File: src/rtl/sld_pkg.sv
// package for the sync/length packet deframer
// phase and result kind codes, register indexes, reset values, length limits, result struct
// no dependencies
package sld_pkg;

    localparam int unsigned BYTE_W  = 8;
    localparam int unsigned KIND_W  = 2;
    localparam int unsigned PHASE_W = 3;
    localparam int unsigned CFG_IDX_W = 2;

    // parser phases
    localparam logic [PHASE_W-1:0] PH_HUNT  = 3'd0;
    localparam logic [PHASE_W-1:0] PH_SYNC2 = 3'd1;
    localparam logic [PHASE_W-1:0] PH_LEN   = 3'd2;
    localparam logic [PHASE_W-1:0] PH_BODY  = 3'd3;
    localparam logic [PHASE_W-1:0] PH_TAIL  = 3'd4;

    // result kinds
    localparam logic [KIND_W-1:0] KIND_BODY    = 2'd0;
    localparam logic [KIND_W-1:0] KIND_END_OK  = 2'd1;
    localparam logic [KIND_W-1:0] KIND_END_BAD = 2'd2;
    localparam logic [KIND_W-1:0] KIND_LEN_ERR = 2'd3;

    // configuration register indexes
    localparam logic [CFG_IDX_W-1:0] REG_SYNC_FIRST  = 2'd0;
    localparam logic [CFG_IDX_W-1:0] REG_SYNC_SECOND = 2'd1;

    localparam logic [BYTE_W-1:0] SYNC_FIRST_RST  = 8'hE3;
    localparam logic [BYTE_W-1:0] SYNC_SECOND_RST = 8'h5A;
    localparam logic [BYTE_W-1:0] MIN_LENGTH      = 8'd3;
    localparam logic [BYTE_W-1:0] LEN_OVERHEAD    = 8'd2;

    typedef struct packed {
        logic [KIND_W-1:0] kind;
        logic [BYTE_W-1:0] data_byte;
        logic [BYTE_W-1:0] byte_index;
        logic [BYTE_W-1:0] frame_length;
    } sld_result_t;

endpackage

File: src/rtl/sync_length_packet_deframer_top.sv
// path: the byte is held in the input register, then its result is taken into the
// result register when the output is free
// throughput: one byte per cycle while no result waits on a stalled output; bytes
// that give no result pass even while the output register holds an untaken result
// reset: asynchronous, active low; parser returns to hunting, sync values to E3/5A
// top level: input register, sld_parser, result register; depends on sld_pkg
module sync_length_packet_deframer_top (
    input  logic       clk,
    input  logic       rst_n,
    input  logic       cfg_we,
    input  logic [1:0] cfg_index,
    input  logic [7:0] cfg_data,
    input  logic       in_valid,
    output logic       in_stall,
    input  logic [7:0] rx_byte,
    output logic       out_valid,
    input  logic       out_stall,
    output logic [1:0] kind,
    output logic [7:0] data_byte,
    output logic [7:0] byte_index,
    output logic [7:0] frame_length
);
    import sld_pkg::*;

    logic              s1_valid_reg;
    logic [BYTE_W-1:0] s1_byte_reg;
    logic              out_valid_reg;
    sld_result_t       out_reg;
    logic              out_free;
    logic              step;
    logic              res_valid;
    sld_result_t       res;

    sld_parser u_parser (
        .clk       (clk),
        .rst_n     (rst_n),
        .cfg_we    (cfg_we),
        .cfg_index (cfg_index),
        .cfg_data  (cfg_data),
        .step      (step),
        .byte_in   (s1_byte_reg),
        .res_valid (res_valid),
        .res       (res)
    );

    assign out_free = !out_valid_reg || !out_stall;
    // a byte with no result never waits for the output register
    assign step     = s1_valid_reg && (!res_valid || out_free);
    assign in_stall = s1_valid_reg && !step;

    always_ff @(posedge clk or negedge rst_n)
    begin
        if (!rst_n)
        begin
            s1_valid_reg <= 1'b0;
        end
        else if (!in_stall)
        begin
            s1_valid_reg <= in_valid;
        end
    end

    always_ff @(posedge clk)
    begin
        if (in_valid && !in_stall)
        begin
            s1_byte_reg <= rx_byte;
        end
    end

    always_ff @(posedge clk or negedge rst_n)
    begin
        if (!rst_n)
        begin
            out_valid_reg <= 1'b0;
        end
        else if (step && res_valid)
        begin
            out_valid_reg <= 1'b1;
        end
        else if (!out_stall)
        begin
            out_valid_reg <= 1'b0;
        end
    end

    always_ff @(posedge clk)
    begin
        if (step && res_valid)
        begin
            out_reg <= res;
        end
    end

    assign out_valid    = out_valid_reg;
    assign kind         = out_reg.kind;
    assign data_byte    = out_reg.data_byte;
    assign byte_index   = out_reg.byte_index;
    assign frame_length = out_reg.frame_length;

endmodule

File: src/rtl/sld_parser.sv
// frame parser state machine and sync configuration registers
// one byte per step, result decided combinationally from the current phase
// depends on sld_pkg
module sld_parser (
    input  logic                        clk,
    input  logic                        rst_n,
    input  logic                        cfg_we,
    input  logic [sld_pkg::CFG_IDX_W-1:0] cfg_index,
    input  logic [sld_pkg::BYTE_W-1:0]  cfg_data,
    input  logic                        step,
    input  logic [sld_pkg::BYTE_W-1:0]  byte_in,
    output logic                        res_valid,
    output sld_pkg::sld_result_t        res
);
    import sld_pkg::*;

    logic [BYTE_W-1:0]  sync_first_reg;
    logic [BYTE_W-1:0]  sync_second_reg;
    logic [PHASE_W-1:0] phase_reg, phase_next;
    logic [BYTE_W-1:0]  saved_length_reg, saved_length_next;
    logic [BYTE_W-1:0]  bytes_left_reg, bytes_left_next;
    logic [BYTE_W-1:0]  body_position_reg, body_position_next;

    always_ff @(posedge clk or negedge rst_n)
    begin
        if (!rst_n)
        begin
            sync_first_reg  <= SYNC_FIRST_RST;
            sync_second_reg <= SYNC_SECOND_RST;
        end
        else if (cfg_we)
        begin
            if (cfg_index == REG_SYNC_FIRST)
            begin
                sync_first_reg <= cfg_data;
            end
            else if (cfg_index == REG_SYNC_SECOND)
            begin
                sync_second_reg <= cfg_data;
            end
        end
    end

    always_comb
    begin
        phase_next         = phase_reg;
        saved_length_next  = saved_length_reg;
        bytes_left_next    = bytes_left_reg;
        body_position_next = body_position_reg;
        res_valid          = 1'b0;
        res                = '0;
        unique case (phase_reg)
            PH_SYNC2:
            begin
                phase_next = (byte_in == sync_second_reg) ? PH_LEN : PH_HUNT;
            end
            PH_LEN:
            begin
                if (byte_in < MIN_LENGTH)
                begin
                    phase_next       = PH_HUNT;
                    res_valid        = 1'b1;
                    res.kind         = KIND_LEN_ERR;
                    res.data_byte    = byte_in;
                    res.frame_length = byte_in;
                end
                else
                begin
                    saved_length_next  = byte_in;
                    bytes_left_next    = byte_in - LEN_OVERHEAD;
                    body_position_next = '0;
                    phase_next         = PH_BODY;
                end
            end
            PH_BODY:
            begin
                res_valid          = 1'b1;
                res.kind           = KIND_BODY;
                res.data_byte      = byte_in;
                res.byte_index     = body_position_reg;
                res.frame_length   = saved_length_reg;
                body_position_next = body_position_reg + 8'd1;
                bytes_left_next    = bytes_left_reg - 8'd1;
                if (bytes_left_next == '0)
                begin
                    phase_next = PH_TAIL;
                end
            end
            PH_TAIL:
            begin
                phase_next       = PH_HUNT;
                res_valid        = 1'b1;
                res.kind         = (byte_in == saved_length_reg) ? KIND_END_OK : KIND_END_BAD;
                res.data_byte    = byte_in;
                res.frame_length = saved_length_reg;
            end
            default:
            begin
                // unused codes hunt as well
                phase_next = (byte_in == sync_first_reg) ? PH_SYNC2 : PH_HUNT;
            end
        endcase
    end

    always_ff @(posedge clk or negedge rst_n)
    begin
        if (!rst_n)
        begin
            phase_reg         <= PH_HUNT;
            saved_length_reg  <= '0;
            bytes_left_reg    <= '0;
            body_position_reg <= '0;
        end
        else if (step)
        begin
            phase_reg         <= phase_next;
            saved_length_reg  <= saved_length_next;
            bytes_left_reg    <= bytes_left_next;
            body_position_reg <= body_position_next;
        end
    end

endmodule

File: config.mk
export PLATFORM = sky130hd
export DESIGN_NAME = sync_length_packet_deframer_top
export DESIGN_NICKNAME = d
export VERILOG_FILES = /design/src/rtl/sld_pkg.sv /design/src/rtl/sync_length_packet_deframer_top.sv /design/src/rtl/sld_parser.sv
export SDC_FILE = /design/constraint.sdc
export NUM_CORES = 1
export LEC_CHECK = 0
export ABC_AREA = 1
export BUFFER_PORTS_ARGS = -buffer_cell sky130_fd_sc_hd__buf_2
export CORE_MARGIN = 2
export CORE_UTILIZATION = 40
export CTS_CLUSTER_DIAMETER = 40
export DETAILED_ROUTE_END_ITERATION = 8
export GPL_TIMING_DRIVEN = 1
export SLEW_MARGIN = 20
export SYNTH_ARGS = -nofsm -noshare
export SYNTH_HDL_FRONTEND = slang
export SYNTH_SLANG_ARGS = --single-unit
export TNS_END_PERCENT = 50
File: constraint.sdc
create_clock -name clk -period 5.04 [get_ports clk]
set_clock_uncertainty 0.2 [all_clocks]
set_input_delay 0.252 -clock clk [delete_from_list [all_inputs] [get_ports clk]]
set_output_delay 0.252 -clock clk [all_outputs]
set_load 0.05 [all_outputs]
# After elaboration in Yosys (flattened, before gate mapping)
# Cells that the tools add are included.
# W data, S select, Z words.
[op_classes]
addsub = 3
magnitude_cmp = 1
n_eq_ne = 11
muxes = 18
n_bitwise = 2
n_reduce_logical = 20
[ops]
columns = ["op", "count"]
rows = [
  ["$pmux W8 S2", 3],
  ["$pmux W10 S3", 1],
  ["$eq A8 B8 Y1", 3],
  ["$mux W8", 3],
  ["$pmux W3 S4", 1],
  ["$mux W10", 1],
  ["$reduce_and A3 Y1", 3],
  ["$add A8 B1 Y8 const B", 1],
  ["$logic_not A8 Y1", 1],
  ["$lt A8 B2 Y1 const B", 1],
  ["$sub A8 B1 Y8 const B", 1],
  ["$sub A8 B2 Y8 const B", 1],
  ["$eq A3 B2 Y1 const B", 2],
  ["$mux W2", 3],
  ["$logic_not A1 Y1", 5],
  ["$logic_and A1 B1 Y1", 4],
  ["$mux W1", 4],
  ["$ne A2 B1 Y1 const B", 2],
  ["$reduce_and A2 Y1", 2],
  ["$eq A3 B1 Y1 const B", 1],
  ["$eq A3 B3 Y1 const B", 1],
  ["$mux W3", 1],
  ["$eq A2 B1 Y1 const B", 1],
  ["$logic_not A2 Y1", 1],
  ["other kinds (6)", 8],
]
[totals]
reg_bits = 79
inputBits = 23
output_inout_bits = 28
word_cells = 68

# Depth between registers and ports, before layout
[logic_depth]
word_depth = 10
mapped_depth = 13

# Modules after synthesis
# Synthesis repeated with hierarchy kept, for this count alone.
[hier_totals]
cells_unflattened = 449
area_unflattened_um2 = 4055.1
[by_module_without_submodules]
columns = ["mod", "instances", "cells_per_inst", "area_per_inst_um2", "seq_area_each_um2"]
rows = [
  ["sld_parser", 1, 401, 2927.8, 1087.3],
  ["sync_length_packet_deframer_top", 1, 48, 1127.3, 1071.0],
]

# Worst setup path before layout
# Ideal clock, no wire load.
[synth_path]
path_type = "reg2reg"
start = "reg s1_byte_reg[1]"
end = "reg out_reg (netlist bit byte_index[0]) (enable)"
setup_ps = 381
arrival_ps = 1605
required_time_ps = 4459
setup_slack_ps = 2855
stages_incl_launch_ff = 12
cell_sequence = "edfxtp_1 -> clkbuf_2 -> nand2_1 -> nand2_1 -> nor2_1 -> nand2_2 -> nand2_4 -> nand2_4 -> nand2_4 -> inv_4 -> nand2_1 -> inv_1"
[synth_between]
elab_chain_len = 7
[synth_rtl]
columns = ["element", "line_no", "rtl"]
rows = [
  ["start, declared", "sync_length_packet_deframer_top.sv:26", "logic [BYTE_W-1:0] s1_byte_reg;"],
  ["start signal, assigned", "sync_length_packet_deframer_top.sv:67", "s1_byte_reg <= rx_byte;"],
  ["$lt A8 B2 Y1 (*)", "sld_parser.sv:59", "if (byte_in < MIN_LENGTH)"],
  ["$mux W1 (*)", "sld_parser.sv:59", ""],
  ["$pmux W1 S2 (*)", "sld_parser.sv:52", "unique case (phase_reg)"],
  ["$logic_not A1 Y1", "sync_length_packet_deframer_top.sv:48", "assign step = s1_valid_reg && (!res_valid || out_free);"],
  ["$logic_or A1 B1 Y1", "sync_length_packet_deframer_top.sv:48", ""],
  ["$logic_and A1 B1 Y1", "sync_length_packet_deframer_top.sv:48", ""],
  ["$logic_and A1 B1 Y1 (*)", "sync_length_packet_deframer_top.sv:89", "if (step && res_valid)"],
  ["end signal, assigned", "sync_length_packet_deframer_top.sv:91", "out_reg <= res;"],
  ["end, declared", "sync_length_packet_deframer_top.sv:28", "sld_result_t out_reg;"],
]
# Every way passes the cells marked *; elsewhere a longest branch is shown, timed or not.
# A chain may end at the register's enable or synchronous reset.

# Worst setup path in the final report
[layout_path]
start = "reg u_parser.phase_reg[2]"
end = "reg out_reg (netlist bit data_byte[6]) (enable)"
[layout_between]
elab_chain_len = 7
[layout_rtl]
columns = ["element", "line_no", "rtl"]
rows = [
  ["start, declared", "sld_parser.sv:19", "logic [PHASE_W-1:0] phase_reg, phase_next;"],
  ["start signal, assigned", "sld_parser.sv:116", "phase_reg <= phase_next;"],
  ["$eq A3 B2 Y1 / $eq A3 B3 Y1 (equally long branches)", "sld_parser.sv:52", ""],
  ["$reduce_or A2 Y1 (no source line)", "n/a", ""],
  ["$pmux W1 S2 (*)", "sld_parser.sv:52", ""],
  ["$logic_not A1 Y1", "sync_length_packet_deframer_top.sv:48", ""],
  ["$logic_or A1 B1 Y1", "sync_length_packet_deframer_top.sv:48", ""],
  ["$logic_and A1 B1 Y1", "sync_length_packet_deframer_top.sv:48", ""],
  ["$logic_and A1 B1 Y1 (*)", "sync_length_packet_deframer_top.sv:89", ""],
]
# Marks and branches as above.

==> run metrics <==
Net Switching=0.000346 W; filler cell count=950; Worst-path clk slew=80 ps; Pre-Repair DR Iteration Count=5; part of the power in registers=57.3%; slew of the pin with the lowest slew margin=948 ps; top-area cell type share of the netlist area=26.2%; Setup CP Type=register to register; VDD IR-drop max=0.000146 V; Global Route Usage Sum=16.6%; post-synthesis mux area share=0%; TNS Setup=0 ps; Post-Route WL=8100 µm; CP required=4810 ps; die width=103 µm; initial antenna violation count=0; most used cell, CP=nand2_4; Max-slew headroom=36.7%; Clk pwr share=32.8%; Routed Antenna Nets=0; vias=2,916; Critical Path Source Type=register; Synth Cell Area=3900 µm²; Area Overhead vs Synth=17.4%; Cell Pwr Density=284 nW/µm²; Clock Latency Late Sink=350 ps; Final Max Slew Viols=0; Largest stage delay, worst path=690 ps; Final Hold Violating Endpoints=0; setup repair bufs after CTS=0; synth cell count leaders=91 x nand2_1, 53 x nor2_1, 49 x inv_1; critical path's slowest cell=inv_1; Final Util=47.5%; Top delay family on crit path=buffers and inverters; syn_area_per_cell=9.13 µm²; final net count=517; vias in the first global route=2,737; Seq/Total Area, Yosys=55.3%; Min-Delay Path Class=input port to register; core area=9640 µm²; RSZ-0062 raised after global routing=false; Seq cells post-synth=79; gr ovfl total=0; Final Cell Area=4580 µm²; final setup vio count=0; total of max-cap violations=0; vias per cell=4.64; layout cell share with drive strength beyond 1=19.4%; status=completed; Max Root-Sink Buffers=2; Residual DRC=0; Initial Utilization=40.5%; post-synthesis adder-cell area fraction=1.28%; simple-gate area share of the yosys netlist=21.4%; Critical Path AT=2550 ps; buffers added on ports=50; Post-synth EDFFs=34; asr flop ratio synth=57.0%; cell with the most instances after synthesis=nand2_1; CP Buf/Inv Count=4; main combinational cell family by area after synthesis=simple AND/OR/NAND/NOR gates; Internal Dissipation=0.000953 W; cell taking the most area after synthesis=edfxtp_1; largest net degree at the start of global routing=46; Logic pwr share=9.9%; H-tree levels=3; Detailed Route Iter0 Violations=145; first-pass GRT wire length=13,300 µm; FMAX=361 MHz; storage element area=2160 µm²; Compound-Gate Fraction of Synth Area=8.28%; crit path time final=2770 ps; WL/cell=12.9 µm; Die Span Y=103 µm; row cnt=36; diode count=0; Yosys cell types=36; synth top area cells=edfxtp_1 26%, dfrtp_1 23%, nand2_1 8.8%, dfstp_2 6.1%, nor2_1 5.1%; Synth Instances=427; number of buffers created by CTS=9; detailed placer's ending HPWL=5860 µm; CTS sink cnt=79; Synth Area in XOR/XNOR=6.06%; gpl congestion=0.835; Most used DFF post-synth=dfrtp_1; Syn Nets=454; footprint of the multi-input gates=1440 µm²; Area after DPL=4220 µm²; CTS tree=done; Ports=51; Pleak=1.97 nW; CP Max Fanout=26; die area=10,600 µm²; clk root buf=clkbuf_8; CP Capture Type=register; Switching Share=26.6%; worst-path cell chain=inv_2 -> nand3_4 -> nand2_2 -> inv_2 -> nand2_4 -> nand2_4 -> nand2_4 -> inv_4 -> nand2_1 -> inv_1; Final Cycle Share=55.0%; Ys Warns=0; post_cts resized=0
[through the flow]
step	setup slack [ps]	hold slack, ps	std cells	total power [W]
after global placement	2370	237	594	0.000873
after detailed placement	2250	230	594	0.000877
final	2270	90.3	628	0.00130
after floorplan	2850	-244	427	0.000835
after global routing	2020	118	628	0.00137
after CTS	2220	87.2	628	0.00131
[worst register-to-register path, cell delays in order (launching register included)]
cell and delay (ps):
dfrtp_1 460, inv_2 70, nand3_4 210, nand2_2 140, inv_2 210, nand2_4 90, nand2_4 80, nand2_4 70
inv_4 100, nand2_1 70, inv_1 690
[placed cells by master (no fill, tap or decap), types with 2 or more instances in the layout]
cell and n:
nor3_1 3, clkbuf_8 9, o21ai_0 33, o21ai_1 19
inv_1 49, nand3b_1 3, dfrtp_1 36, nand2_4 4
a21oi_1 2, dfstp_2 9, ha_1 4, nand2_2 4
nand2_1 91, xor2_1 16, buf_2 49, dlygate4sd3_1 18
clkinvlp_4 2, nor2_1 53, or2_2 2, nand4_1 5
nand3_1 16, o21ai_2 2, inv_2 3, nor2_2 2
xnor2_1 11, nor4_1 2, edfxtp_1 34, inv_6 2
a31oi_1 2
[cell families after synthesis]
family | Yosys count
compound gates | 60
xor+xnor | 27
buf+inv | 69
simple gates | 188
fa+ha+maj | 4
flops | 79
[final cells by class]
| type | count | share of cell area, % |
|---|---|---|
| repair buffers | 68 | 9.46 |
| inverters | 53 | 4.40 |
| clock inverters | 6 | 1.01 |
| well taps | 133 | 3.64 |
| clock buffers | 10 | 2.79 |
| flip-flops and latches | 79 | 47.2 |
| multi-input cells | 279 | 31.5 |
[repair_timing]
item	in CTS	in global routing
setup endpoints to repair	0	0
hold buffers	18	0
hold endpoints to repair	61	0
[metal layers]
metal | wire length (µm) | track usage (%) | vias up
met2 | 3650 | 25.3 | 72
met1 | 3980 | 23.4 | 1342
li1 | - | - | 1495
met5 | 0 | 0 | -
met3 | 340 | 4.27 | 7
met4 | 131 | 5.16 | 0
[power groups by stage]
stage	clock, W	combinational (W)	sequential (W)
5_1_grt	0.000470	0.000146	0.000750
3_5_place_dp	0	0.000119	0.000758
3_3_place_gp	0	0.000116	0.000757
6_report	0.000426	0.000128	0.000745
2_1_floorplan	0	0.0000948	0.000741
4_1_cts	0.000436	0.000130	0.000745
[final timing paths]
check                                                  startpoint                                   endpoint  slack [ps]  depth (start not counted)
max                             u_parser.phase_reg[2]$_DFFE_PN0P_                     data_byte[6]$_DFFE_PP_        2270                         10
min                                                      in_valid                   s1_valid_reg$_DFFE_PN0N_          90                          3
max reg2reg                     u_parser.phase_reg[2]$_DFFE_PN0P_                     data_byte[6]$_DFFE_PP_        2270                         10
min reg2reg                u_parser.sync_first_reg[0]$_DFFE_PN1P_     u_parser.sync_first_reg[0]$_DFFE_PN1P_         300                          2
max in group asynchronous                                   rst_n    u_parser.sync_second_reg[4]$_DFFE_PN1P_        4000                          2
min in group asynchronous                                   rst_n  u_parser.body_position_reg[0]$_DFFE_PN0P_         230                          2
Note: power is estimated with default switching activity, not from simulation.
